--- src/rtl/lsee_pkg.sv ---
// Shared types, command codes and constants of the LED strip effect engine.
package lsee_pkg;

    // Fixed field widths.
    localparam int IDX_W    = 6;
    localparam int COLOR_W  = 32;
    localparam int BRIGHT_W = 8;
    localparam int PHASE_W  = 2;
    localparam int SEL_W    = 3;

    // Command codes carried in the op field.
    typedef enum logic [2:0] {
        OP_WRITE_PIXEL = 3'd0,
        OP_SET_ALL     = 3'd1,
        OP_GLOW_START  = 3'd2,
        OP_GLOW_STEP   = 3'd3,
        OP_RUN_START   = 3'd4,
        OP_RUN_STEP    = 3'd5,
        OP_BRIGHTER    = 3'd6,
        OP_DARKER      = 3'd7
    } t_op;

    // Glow, chaser and brightness constants.
    localparam logic [7:0] GLOW_UP_LIMIT   = 8'd240;
    localparam logic [7:0] GLOW_DELTA      = 8'd8;
    localparam logic [7:0] FADE_LIMIT      = 8'd230;
    localparam logic [7:0] FADE_DELTA      = 8'd25;
    localparam logic [7:0] FADE_START      = 8'd5;
    localparam logic [7:0] BRIGHT_MIN_STEP = 8'd16;
    localparam logic [7:0] BRIGHT_FULL     = 8'd255;

    // Commands from the controller to the datapath.
    typedef struct packed {
        logic accept;   // a command beat is taken this cycle
        logic run_wr;   // write the chaser colour at the chaser position
        logic rd_en;    // read one pixel for the sweep
        logic rd_last;  // the read is of the final pixel
    } t_dp_cmd;

    // Colour table of the chaser.
    function automatic logic [31:0] run_color(input logic [2:0] sel);
        logic [31:0] col;
        case (sel)
            3'd0:    col = 32'h0000_00ff;
            3'd1:    col = 32'h0000_ff00;
            3'd2:    col = 32'h00ff_0000;
            3'd3:    col = 32'h0000_ffff;
            3'd4:    col = 32'h00ff_ff00;
            3'd5:    col = 32'h00ff_ff00;
            3'd6:    col = 32'h00ff_00ff;
            default: col = 32'hff00_0000;
        endcase
        return col;
    endfunction

endpackage

--- src/rtl/lsee_ctrl.sv ---
// Controller of the LED strip effect engine: command sequencing and the pixel sweep.
module lsee_ctrl #(
    parameter int PIXEL_COUNT = 32
) (
    input  logic                  i_clk,
    input  logic                  i_rst_n,
    input  logic                  i_start,
    input  logic [2:0]            i_op,
    output logic                  o_busy,
    output lsee_pkg::t_dp_cmd     o_cmd,
    output logic [((PIXEL_COUNT > 1) ? $clog2(PIXEL_COUNT) : 1)-1:0] o_rd_addr
);

    localparam int ADDR_W = (PIXEL_COUNT > 1) ? $clog2(PIXEL_COUNT) : 1;

    typedef enum logic [1:0] {
        S_IDLE,
        S_RUN,
        S_SWEEP,
        S_DRAIN
    } t_state;

    t_state              r_state;
    logic [ADDR_W-1:0]   r_addr;
    logic                s_accept;
    logic                s_last;

    assign s_accept = i_start && (r_state == S_IDLE);
    assign s_last   = (r_addr == ADDR_W'(PIXEL_COUNT - 1));

    assign o_busy          = (r_state != S_IDLE);
    assign o_cmd.accept    = s_accept;
    assign o_cmd.run_wr    = (r_state == S_RUN);
    assign o_cmd.rd_en     = (r_state == S_SWEEP);
    assign o_cmd.rd_last   = (r_state == S_SWEEP) && s_last;
    assign o_rd_addr       = r_addr;

    // State register and sweep address.
    always_ff @(posedge i_clk) begin
        if (!i_rst_n) begin
            r_state <= S_IDLE;
            r_addr  <= '0;
        end else begin
            case (r_state)
                S_IDLE: begin
                    r_addr <= '0;
                    if (s_accept) begin
                        case (lsee_pkg::t_op'(i_op))
                            lsee_pkg::OP_WRITE_PIXEL,
                            lsee_pkg::OP_GLOW_START: r_state <= S_IDLE;
                            lsee_pkg::OP_RUN_STEP:   r_state <= S_RUN;
                            default:                 r_state <= S_SWEEP;
                        endcase
                    end
                end
                S_RUN: begin
                    r_state <= S_SWEEP;
                end
                S_SWEEP: begin
                    if (s_last) begin
                        r_state <= S_DRAIN;
                    end else begin
                        r_addr <= r_addr + ADDR_W'(1);
                    end
                end
                S_DRAIN: begin
                    r_state <= S_IDLE;
                end
                default: begin
                    r_state <= S_IDLE;
                end
            endcase
        end
    end

    // A run step writes the chaser pixel before the sweep starts.
    a_run_then_write: assert property (@(posedge i_clk) disable iff (!i_rst_n)
        (s_accept && (lsee_pkg::t_op'(i_op) == lsee_pkg::OP_RUN_STEP)) |=> o_cmd.run_wr)
        else $error("run step did not write the chaser pixel");

    // The final read is followed by a flush state without reads.
    a_last_drains: assert property (@(posedge i_clk) disable iff (!i_rst_n)
        o_cmd.rd_last |=> (r_state == S_DRAIN) && !o_cmd.rd_en)
        else $error("sweep did not drain after the final pixel");

    // Commands without results leave the block free in the next cycle.
    a_single_cycle: assert property (@(posedge i_clk) disable iff (!i_rst_n)
        (s_accept && ((lsee_pkg::t_op'(i_op) == lsee_pkg::OP_WRITE_PIXEL) ||
                      (lsee_pkg::t_op'(i_op) == lsee_pkg::OP_GLOW_START))) |=> !o_busy)
        else $error("single-cycle command left the block busy");

endmodule

--- src/rtl/lsee_dp.sv ---
// Datapath of the LED strip effect engine: pixel memories, effect state and result beats.
module lsee_dp #(
    parameter int PIXEL_COUNT = 32
) (
    input  logic                  i_clk,
    input  logic                  i_rst_n,
    input  lsee_pkg::t_dp_cmd     i_cmd,
    input  logic [((PIXEL_COUNT > 1) ? $clog2(PIXEL_COUNT) : 1)-1:0] i_rd_addr,
    input  logic [2:0]            i_op,
    input  logic [5:0]            i_pixel_index,
    input  logic [31:0]           i_color_word,
    input  logic [1:0]            i_fade_phase,
    output logic                  o_out_valid,
    output logic [5:0]            o_out_pixel,
    output logic [31:0]           o_out_color,
    output logic [7:0]            o_out_brightness,
    output logic                  o_last_pixel
);

    localparam int ADDR_W = (PIXEL_COUNT > 1) ? $clog2(PIXEL_COUNT) : 1;

    // Effect state.
    logic [7:0]              r_bright;
    logic [5:0]              r_pos;
    logic [2:0]              r_sel;
    logic [7:0]              r_fade;
    logic [PIXEL_COUNT-1:0]  r_pix_vld;
    logic [PIXEL_COUNT-1:0]  r_ph_vld;
    lsee_pkg::t_op           r_op;
    logic [31:0]             r_fill;

    // Pixel and phase memories.
    logic [31:0]             mem_pix [PIXEL_COUNT];
    logic [1:0]              mem_ph  [PIXEL_COUNT];

    // Read stage.
    logic                    r_rd_vld;
    logic                    r_rd_last;
    logic [ADDR_W-1:0]       r_rd_idx;
    logic [31:0]             r_rd_pix;
    logic [1:0]              r_rd_ph;
    logic                    r_rd_pv;
    logic                    r_rd_phv;

    // Output stage.
    logic                    r_out_vld;
    logic [5:0]              r_out_pixel;
    logic [31:0]             r_out_color;
    logic [7:0]              r_out_bright;
    logic                    r_out_last;

    lsee_pkg::t_op           s_op_in;
    logic [31:0]             s_cur_pix;
    logic [1:0]              s_cur_ph;
    logic [1:0]              g_p;
    logic [1:0]              g_q;
    logic [7:0]              g_down;
    logic [7:0]              g_up;
    logic [7:0]              g_down_new;
    logic [7:0]              g_up_new;
    logic                    g_advance;
    logic [31:0]             g_col;
    logic [1:0]              g_ph_new;
    logic [31:0]             s_emit_col;
    logic [31:0]             s_table_col;
    logic [15:0]             s_prod [4];
    logic [31:0]             s_run_col;
    logic [7:0]              s_bstep;
    logic [8:0]              s_bsum;
    logic [7:0]              n_bright_up;
    logic [7:0]              n_bright_dn;
    logic [5:0]              s_pos0;
    logic [6:0]              s_pos_inc;
    logic [7:0]              n_fade;
    logic [5:0]              n_pos;
    logic [2:0]              n_sel;
    logic                    s_wp_ok;
    logic                    s_wb;
    logic                    s_pix_we;
    logic [ADDR_W-1:0]       s_pix_wa;
    logic [31:0]             s_pix_wd;
    logic                    s_ph_we;
    logic [ADDR_W-1:0]       s_ph_wa;
    logic [1:0]              s_ph_wd;

    assign s_op_in = lsee_pkg::t_op'(i_op);

    // Entries never written since reset read as zero, pixel entries also those not written since a run start.
    assign s_cur_pix = r_rd_pv  ? r_rd_pix : '0;
    assign s_cur_ph  = r_rd_phv ? r_rd_ph  : '0;

    // Glow step of one pixel: rising byte up eight, falling byte down eight if above eight, or advance the phase.
    always_comb begin
        g_p        = s_cur_ph;
        g_q        = g_p + 2'd1;
        g_down     = s_cur_pix[{g_p, 3'b000} +: 8];
        g_up       = s_cur_pix[{g_q, 3'b000} +: 8];
        g_advance  = (g_up >= lsee_pkg::GLOW_UP_LIMIT);
        g_up_new   = g_up + lsee_pkg::GLOW_DELTA;
        g_down_new = (g_down > lsee_pkg::GLOW_DELTA) ? (g_down - lsee_pkg::GLOW_DELTA) : g_down;
        for (int b = 0; b < 4; b++) begin
            if (!g_advance && (2'(b) == g_q)) begin
                g_col[b*8 +: 8] = g_up_new;
            end else if (!g_advance && (2'(b) == g_p)) begin
                g_col[b*8 +: 8] = g_down_new;
            end else begin
                g_col[b*8 +: 8] = s_cur_pix[b*8 +: 8];
            end
        end
        g_ph_new = g_advance ? g_q : g_p;
    end

    // Colour sent for the pixel in the read stage.
    always_comb begin
        case (r_op)
            lsee_pkg::OP_SET_ALL:   s_emit_col = r_fill;
            lsee_pkg::OP_GLOW_STEP: s_emit_col = g_col;
            default:                s_emit_col = s_cur_pix;
        endcase
    end

    // Chaser colour: each table byte scaled by the fade level.
    always_comb begin
        s_table_col = lsee_pkg::run_color(r_sel);
        for (int k = 0; k < 4; k++) begin
            s_prod[k] = 16'(s_table_col[k*8 +: 8]) * 16'(r_fade);
            s_run_col[k*8 +: 8] = s_prod[k][15:8];
        end
    end

    // Brightness steps of an eighth, at least sixteen.
    always_comb begin
        s_bstep     = (r_bright[7:3] < 5'(lsee_pkg::BRIGHT_MIN_STEP)) ?
                      lsee_pkg::BRIGHT_MIN_STEP : {3'b000, r_bright[7:3]};
        s_bsum      = {1'b0, r_bright} + {1'b0, s_bstep};
        n_bright_up = (s_bsum >= {1'b0, lsee_pkg::BRIGHT_FULL}) ?
                      lsee_pkg::BRIGHT_FULL : s_bsum[7:0];
        n_bright_dn = (r_bright > s_bstep) ? (r_bright - s_bstep) : r_bright;
    end

    // Chaser advance: fade in, then move on to the next pixel, and to the next colour after the last pixel.
    always_comb begin
        s_pos0    = (7'(r_pos) >= 7'(PIXEL_COUNT)) ? '0 : r_pos;
        s_pos_inc = 7'(s_pos0) + 7'd1;
        n_sel     = r_sel;
        if (r_fade < lsee_pkg::FADE_LIMIT) begin
            n_fade = r_fade + lsee_pkg::FADE_DELTA;
            n_pos  = s_pos0;
        end else begin
            n_fade = lsee_pkg::FADE_START;
            if (s_pos_inc >= 7'(PIXEL_COUNT)) begin
                n_pos = '0;
                n_sel = r_sel + 3'd1;
            end else begin
                n_pos = s_pos_inc[5:0];
            end
        end
    end

    // Memory write selection; the three sources never coincide.
    always_comb begin
        s_wp_ok  = i_cmd.accept && (s_op_in == lsee_pkg::OP_WRITE_PIXEL) &&
                   (7'(i_pixel_index) < 7'(PIXEL_COUNT));
        s_wb     = r_rd_vld && ((r_op == lsee_pkg::OP_SET_ALL) ||
                                (r_op == lsee_pkg::OP_GLOW_STEP));
        s_pix_we = s_wp_ok || i_cmd.run_wr || s_wb;
        if (s_wp_ok) begin
            s_pix_wa = i_pixel_index[ADDR_W-1:0];
            s_pix_wd = i_color_word;
        end else if (i_cmd.run_wr) begin
            s_pix_wa = r_pos[ADDR_W-1:0];
            s_pix_wd = s_run_col;
        end else begin
            s_pix_wa = r_rd_idx;
            s_pix_wd = s_emit_col;
        end
        s_ph_we = s_wp_ok || (r_rd_vld && (r_op == lsee_pkg::OP_GLOW_STEP));
        s_ph_wa = s_wp_ok ? i_pixel_index[ADDR_W-1:0] : r_rd_idx;
        s_ph_wd = s_wp_ok ? i_fade_phase : g_ph_new;
    end

    // Effect state, valid bits and beat strobes.
    always_ff @(posedge i_clk) begin
        if (!i_rst_n) begin
            r_bright  <= lsee_pkg::BRIGHT_FULL;
            r_pos     <= '0;
            r_sel     <= '0;
            r_fade    <= '0;
            r_pix_vld <= '0;
            r_ph_vld  <= '0;
            r_rd_vld  <= 1'b0;
            r_out_vld <= 1'b0;
        end else begin
            r_rd_vld  <= i_cmd.rd_en;
            r_out_vld <= r_rd_vld;
            if (i_cmd.accept) begin
                case (s_op_in)
                    lsee_pkg::OP_GLOW_START: begin
                        r_bright <= lsee_pkg::BRIGHT_FULL;
                    end
                    lsee_pkg::OP_RUN_START: begin
                        r_bright <= lsee_pkg::BRIGHT_FULL;
                        r_pos    <= '0;
                        r_sel    <= '0;
                        r_fade   <= lsee_pkg::FADE_START;
                    end
                    lsee_pkg::OP_RUN_STEP: begin
                        r_pos  <= n_pos;
                        r_sel  <= n_sel;
                        r_fade <= n_fade;
                    end
                    lsee_pkg::OP_BRIGHTER: begin
                        r_bright <= n_bright_up;
                    end
                    lsee_pkg::OP_DARKER: begin
                        r_bright <= n_bright_dn;
                    end
                    default: begin
                    end
                endcase
            end
            // A run start clears the whole strip at once.
            if (i_cmd.accept && (s_op_in == lsee_pkg::OP_RUN_START)) begin
                r_pix_vld <= '0;
            end else if (s_pix_we) begin
                r_pix_vld[s_pix_wa] <= 1'b1;
            end
            if (s_ph_we) begin
                r_ph_vld[s_ph_wa] <= 1'b1;
            end
        end
    end

    // Memories, read stage and output registers.
    always_ff @(posedge i_clk) begin
        if (i_cmd.accept) begin
            r_op   <= s_op_in;
            r_fill <= i_color_word;
        end
        if (s_pix_we) begin
            mem_pix[s_pix_wa] <= s_pix_wd;
        end
        if (s_ph_we) begin
            mem_ph[s_ph_wa] <= s_ph_wd;
        end
        if (i_cmd.rd_en) begin
            r_rd_pix <= mem_pix[i_rd_addr];
            r_rd_ph  <= mem_ph[i_rd_addr];
            r_rd_pv  <= r_pix_vld[i_rd_addr];
            r_rd_phv <= r_ph_vld[i_rd_addr];
        end
        r_rd_idx     <= i_rd_addr;
        r_rd_last    <= i_cmd.rd_last;
        r_out_pixel  <= 6'(r_rd_idx);
        r_out_color  <= s_emit_col;
        r_out_bright <= r_bright;
        r_out_last   <= r_rd_last;
    end

    assign o_out_valid      = r_out_vld;
    assign o_out_pixel      = r_out_pixel;
    assign o_out_color      = r_out_color;
    assign o_out_brightness = r_out_bright;
    assign o_last_pixel     = r_out_vld && r_out_last;

    // Pixels of one transfer leave in ascending order without gaps.
    a_pixel_order: assert property (@(posedge i_clk) disable iff (!i_rst_n)
        (r_out_vld && !r_out_last) |=>
            (r_out_vld && (r_out_pixel == 6'($past(r_out_pixel) + 6'd1))))
        else $error("pixel beats out of order");

    // Brightness does not change while a transfer is under way.
    a_bright_stable: assert property (@(posedge i_clk) disable iff (!i_rst_n)
        r_out_vld |-> (r_out_bright == r_bright))
        else $error("brightness changed during a transfer");

endmodule

--- src/rtl/led_strip_effect_engine_core.sv ---
// Top level of the LED strip effect engine: controller and datapath.
//
// One command is taken when start is high and busy is low. Write_pixel and
// glow_start send no beats and busy stays low. Every other command streams
// all PIXEL_COUNT pixels from pixel 0, one beat per cycle on o_out_valid,
// with o_last_pixel on the final one; the receiver cannot stall, so each
// beat must be taken in the cycle it is shown. The stream is paced by the
// single read port of the pixel memory, one pixel per cycle: set_all,
// glow_step, run_start, brighter and darker keep busy high through the sweep
// and a drain state, run_step also through a state that writes the chaser
// pixel first. Each beat passes a read stage and an output register, and
// the last beat shows in the first cycle in which busy is low again.
module led_strip_effect_engine_core #(
    parameter int PIXEL_COUNT = 32
) (
    input  logic        i_clk,
    input  logic        i_rst_n,
    input  logic        start,
    output logic        busy,
    input  logic [2:0]  i_op,
    input  logic [5:0]  i_pixel_index,
    input  logic [31:0] i_color_word,
    input  logic [1:0]  i_fade_phase,
    output logic        o_out_valid,
    output logic [5:0]  o_out_pixel,
    output logic [31:0] o_out_color,
    output logic [7:0]  o_out_brightness,
    output logic        o_last_pixel
);

    localparam int ADDR_W = (PIXEL_COUNT > 1) ? $clog2(PIXEL_COUNT) : 1;

    lsee_pkg::t_dp_cmd   s_cmd;
    logic [ADDR_W-1:0]   s_rd_addr;

    lsee_ctrl #(
        .PIXEL_COUNT (PIXEL_COUNT)
    ) u_ctrl (
        .i_clk     (i_clk),
        .i_rst_n   (i_rst_n),
        .i_start   (start),
        .i_op      (i_op),
        .o_busy    (busy),
        .o_cmd     (s_cmd),
        .o_rd_addr (s_rd_addr)
    );

    lsee_dp #(
        .PIXEL_COUNT (PIXEL_COUNT)
    ) u_dp (
        .i_clk            (i_clk),
        .i_rst_n          (i_rst_n),
        .i_cmd            (s_cmd),
        .i_rd_addr        (s_rd_addr),
        .i_op             (i_op),
        .i_pixel_index    (i_pixel_index),
        .i_color_word     (i_color_word),
        .i_fade_phase     (i_fade_phase),
        .o_out_valid      (o_out_valid),
        .o_out_pixel      (o_out_pixel),
        .o_out_color      (o_out_color),
        .o_out_brightness (o_out_brightness),
        .o_last_pixel     (o_last_pixel)
    );

endmodule

--- config.mk ---
export PLATFORM = sky130hd
export DESIGN_NAME = led_strip_effect_engine_core
export DESIGN_NICKNAME = d
export VERILOG_FILES = /design/src/rtl/lsee_pkg.sv /design/src/rtl/lsee_ctrl.sv /design/src/rtl/lsee_dp.sv /design/src/rtl/led_strip_effect_engine_core.sv
export SDC_FILE = /design/constraint.sdc
export NUM_CORES = 2
export LEC_CHECK = 0
export ABC_AREA = 1
export BUFFER_PORTS_ARGS = -buffer_cell sky130_fd_sc_hd__buf_2
export CAP_MARGIN = 30
export CORE_AREA = 2 2 415 417
export CTS_BUF_LIST = sky130_fd_sc_hd__clkbuf_16
export CTS_CLUSTER_DIAMETER = 200
export DETAILED_ROUTE_END_ITERATION = 12
export DIE_AREA = 0 0 417 419
export GPL_ROUTABILITY_DRIVEN = 0
export MAX_ROUTING_LAYER = met4
export SYNTH_ARGS = -nofsm -noshare
export SYNTH_HDL_FRONTEND = slang
export SYNTH_HIERARCHICAL = 1
export SYNTH_SLANG_ARGS = --single-unit
--- constraint.sdc ---
create_clock -name i_clk -period 5.55 [get_ports i_clk]
set_input_delay 0.2775 -clock i_clk [delete_from_list [all_inputs] [get_ports i_clk]]
set_output_delay 0.2775 -clock i_clk [all_outputs]
set_load 0.01 [all_outputs]
==> run_results.csv <==
group,metric,value,unit
setup_path,cpMaxStageDelayCell,"fa_1",
drt,routedWlPerCell,23.2,um
setup_path,required,6080,ps
cts,path_clk_slew,60,ps
timing,finalHoldViolCount,0,
placed_design,hpwl,104000,um
placed_design,numPortBuffers,93,
placed_design,dp_slack,-138,ps
layout,nFillCells,16056,
grt,grt_pass1_vias,39875,
layout,layout-drive-gt1-share,11.2,%
cts,cts_tree,"yes",
layout,fin_nets,5711,
power_and_ir_drop,leakage,25.4,nW
yosys,ys_ff_latch,1309,
drt,antenna_left,0,
floorplan,placementRows,152,
run,maxCapViolCount,0,
setup_path,worst-path-buf-inv,6,
grt,grt_usage,20.6,%
cts,cts_buffers,138,
timing,setup_viol,0,
yosys,synthesis.nets,5567,
status,status,"finished clean",
grt,grt_max_degree,211,
floorplan,io_pins,95,
grt,grt_pass1_wl,262000,um
setup_path,start_kind,"flop",
timing,fin_setup_tns,0,ps
grt,grt_overflow,0,
cts,cts-root-buf,"clkbuf_16",
setup_path,cp.arrival,5970,ps
yosys,synthAdderAreaFrac,6.36,%
floorplan,coreArea,171000,um^2
drt,drc,0,
cts,cts.sinks,1309,
layout,seqCellArea,37800,um^2
cts,cts_max_level,4,
power_and_ir_drop,max-vdd-ir-drop,254,uV
cts,insertion_delay,800,ps
cts,clock_path_buffers,3,
grt,grt_antenna_before_repair,3,
layout,final_cell_mix,"1159 x edfxtp_1, 904 x nor2_1, 663 x o21ai_0",
drt,drtIter0Drc,4752,
timing,setup_ws,116,ps
yosys,synth_compound_area_share,12.5,%
timing,worst_slew_pin_slew,1180,ps
timing,fin_crit_sh,97.9,%
setup_path,path_class,"reg2reg",
timing,min_period,5430,ps
setup_path,path_max_fanout,8,
drt,routed_via_density,5.48,
timing,fmax,0.184,GHz
min_path,hold_class,"in2reg",
placed_design,place_area,63100,um^2
timing,finalClockSkew,35.5,ps
yosys,syn_area_per_cell,11.2,um^2
floorplan,die_area,175000,um^2
timing,grt_setup_unrepaired,"true",
floorplan,die_height,419,um
layout,finalInstanceArea,68300,um^2
setup_path,max_stage_delay,650,ps
power_and_ir_drop,p_per_area,444,nW/um^2
layout,multi_input_area,19000,um^2
setup_path,cpLargestDelayFamily,"adder cells",
yosys,synth_warnings,6,
yosys,synth_top_family_by_area,"compound AO/OA/AOI/OAI gates",
yosys,synth_edf_count,1159,
floorplan,initial_utilization,34.7,%
drt,routed_wl,180000,um
floorplan,dieWidth,417,um
layout,layout_commonest_cell,"edfxtp_1",
yosys,yosys.area_share.simple,12.2,%
layout,syn_to_final_growth,15.3,%
setup_path,endpoint_kind,"flop",
timing,slew_viol_final,0,
yosys,syn-cell-area,59200,um^2
drt,num_vias,42497,
yosys,ys_seq_area_share,63.9,%
yosys,synth-async-reset-ratio,0,%
drt,dr.pass1.iters,9,
timing,max_slew_margin,21.3,%
yosys,netlist_instances,5272,
yosys,muxShareOfSynthArea,0,%
yosys,synth_xor_area_share,0.459,%
yosys,ys.flop_type,"edfxtp_1",
yosys,synthDistinctLibCells,52,
flip-flops by register name (all words and copies together) (netlist names), 5 cells and up:
register               flops
u_dp/r_bright              8
u_dp/r_pos                 6
u_dp/o_out_brightness      8
u_dp/o_out_color          32
u_dp/mem_pix            1024
u_dp/r_pix_vld            32
u_dp/r_rd_pix             32
u_dp/r_fade                8
u_dp/o_out_pixel           5
u_dp/mem_ph               64
u_dp/r_rd_idx              5
u_ctrl/o_rd_addr           5
u_dp/r_fill               32
u_dp/r_ph_vld             32
cells in the mapped netlist (11+ instances only):
| cell type | number | share of area (%) |
|---|---|---|
| edfxtp_1 | 1159 | 59 |
| nor2_1 | 927 | 5.9 |
| o21ai_0 | 669 | 5.7 |
| nand2_1 | 536 | 3.4 |
| inv_1 | 356 | 2.3 |
| clkbuf_1 | 232 | 1.5 |
| nand3_1 | 225 | 1.9 |
| o221ai_1 | 210 | 3.1 |
| ha_1 | 163 | 3.4 |
| dfxtp_1 | 150 | 5.1 |
| a21oi_1 | 129 | 1.1 |
| fa_1 | 86 | 2.9 |
| o22ai_1 | 79 | 0.84 |
| a31oi_1 | 38 | 0.40 |
| a32oi_1 | 34 | 0.50 |
| buf_2 | 29 | 0.25 |
| inv_2 | 21 | 0.13 |
| a22oi_1 | 20 | 0.25 |
| buf_1 | 20 | 0.13 |
| xor2_1 | 19 | 0.28 |
| nand4_1 | 14 | 0.15 |
| o21ai_1 | 13 | 0.11 |
| nor2_2 | 12 | 0.13 |
| xnor2_1 | 12 | 0.18 |
| a21o_1 | 11 | 0.14 |
| nand2_2 | 11 | 0.12 |
where the power goes:
part	internal, mW	switching, mW
sequential	12.6	0.301
clock	5.02	3.95
combinational	2.26	6.12
worst reg2reg max path, stage by stage, from the launching register on:
cell	delay, ps
dfxtp_2	340
ha_1	200
ha_2	190
a21oi_2	130
nand2_2	90
clkinv_4	90
nor2_1	70
fa_1	650
inv_1	80
fa_1	480
inv_1	60
fa_1	550
inv_1	60
fa_1	500
inv_1	40
ha_1	290
nand2_1	90
a21oi_1	50
nor2_1	110
o21ai_2	80
nand2_1	110
nand2_2	80
nand2_1	60
nand2_1	60
or2_2	290
nand3_2	80
nand3_4	160
clkbuf_16	220
layer usage:
layer,share of wire [%],vias up,global-route usage (%)
met5,0,-,-
met4,3.2,0,6.83
met3,8.9,348,3.03
met2,47,2053,32.3
met1,41,21015,27.5
li1,-,19081,-
final timing paths:
kind                    startpoint                  end  slack (ps)  cells after the start
setup / recovery     u_dp/r_sel[0]  u_dp/mem_pix[18][4]         120                     27
hold / removal    i_color_word[23]      u_dp/r_fill[23]         240                      2
setup reg to reg     u_dp/r_sel[0]  u_dp/mem_pix[18][4]         120                     27
hold reg to reg     u_dp/r_rd_last      u_dp/r_out_last         320                      0
cells by family (layout without fill, tap and decap cells):
kind of cell / Yosys count / in the layout
other: 1 / 2
AND/OR/NAND/NOR: 1766 / 1766
flip-flops: 1309 / 1309
adder cells (fa/ha/maj): 249 / 249
AO/OA/AOI/OAI: 1233 / 1233
XOR/XNOR: 31 / 31
buffers and inverters: 683 / 931
final cells by class:
cell class	instances	share of cell area [%]
diodes	1	0.00367
inverters	383	2.16
multi-input cells	3280	27.8
repair buffers	304	4.08
well taps	2233	4.09
flip-flops and latches	1309	55.4
clock buffers	142	5.21
clock inverters	102	1.26
through the flow:
step,power (mW),hold WS [ps],cells,util [%]
4_1_cts,30.1,187,7742,39.8
6_report,30.3,243,7754,40.0
3_5_place_dp,21.2,320,7461,37.0
5_1_grt,31.5,241,7754,40.0
3_3_place_gp,21.1,313,7460,37.0
2_1_floorplan,18.0,310,5272,-
what timing repair did:
item | in CTS | in global routing
gates resized for setup | 5 | 46
buffers inserted | 0 | 6
hold endpoints to repair | 51 | 0
setup endpoints to repair | 288 | 672
gates cloned | 0 | 5
hold buffers | 37 | 0
pin swaps | 1 | 8
No activity file was read; power rests on OpenSTA's default activity.
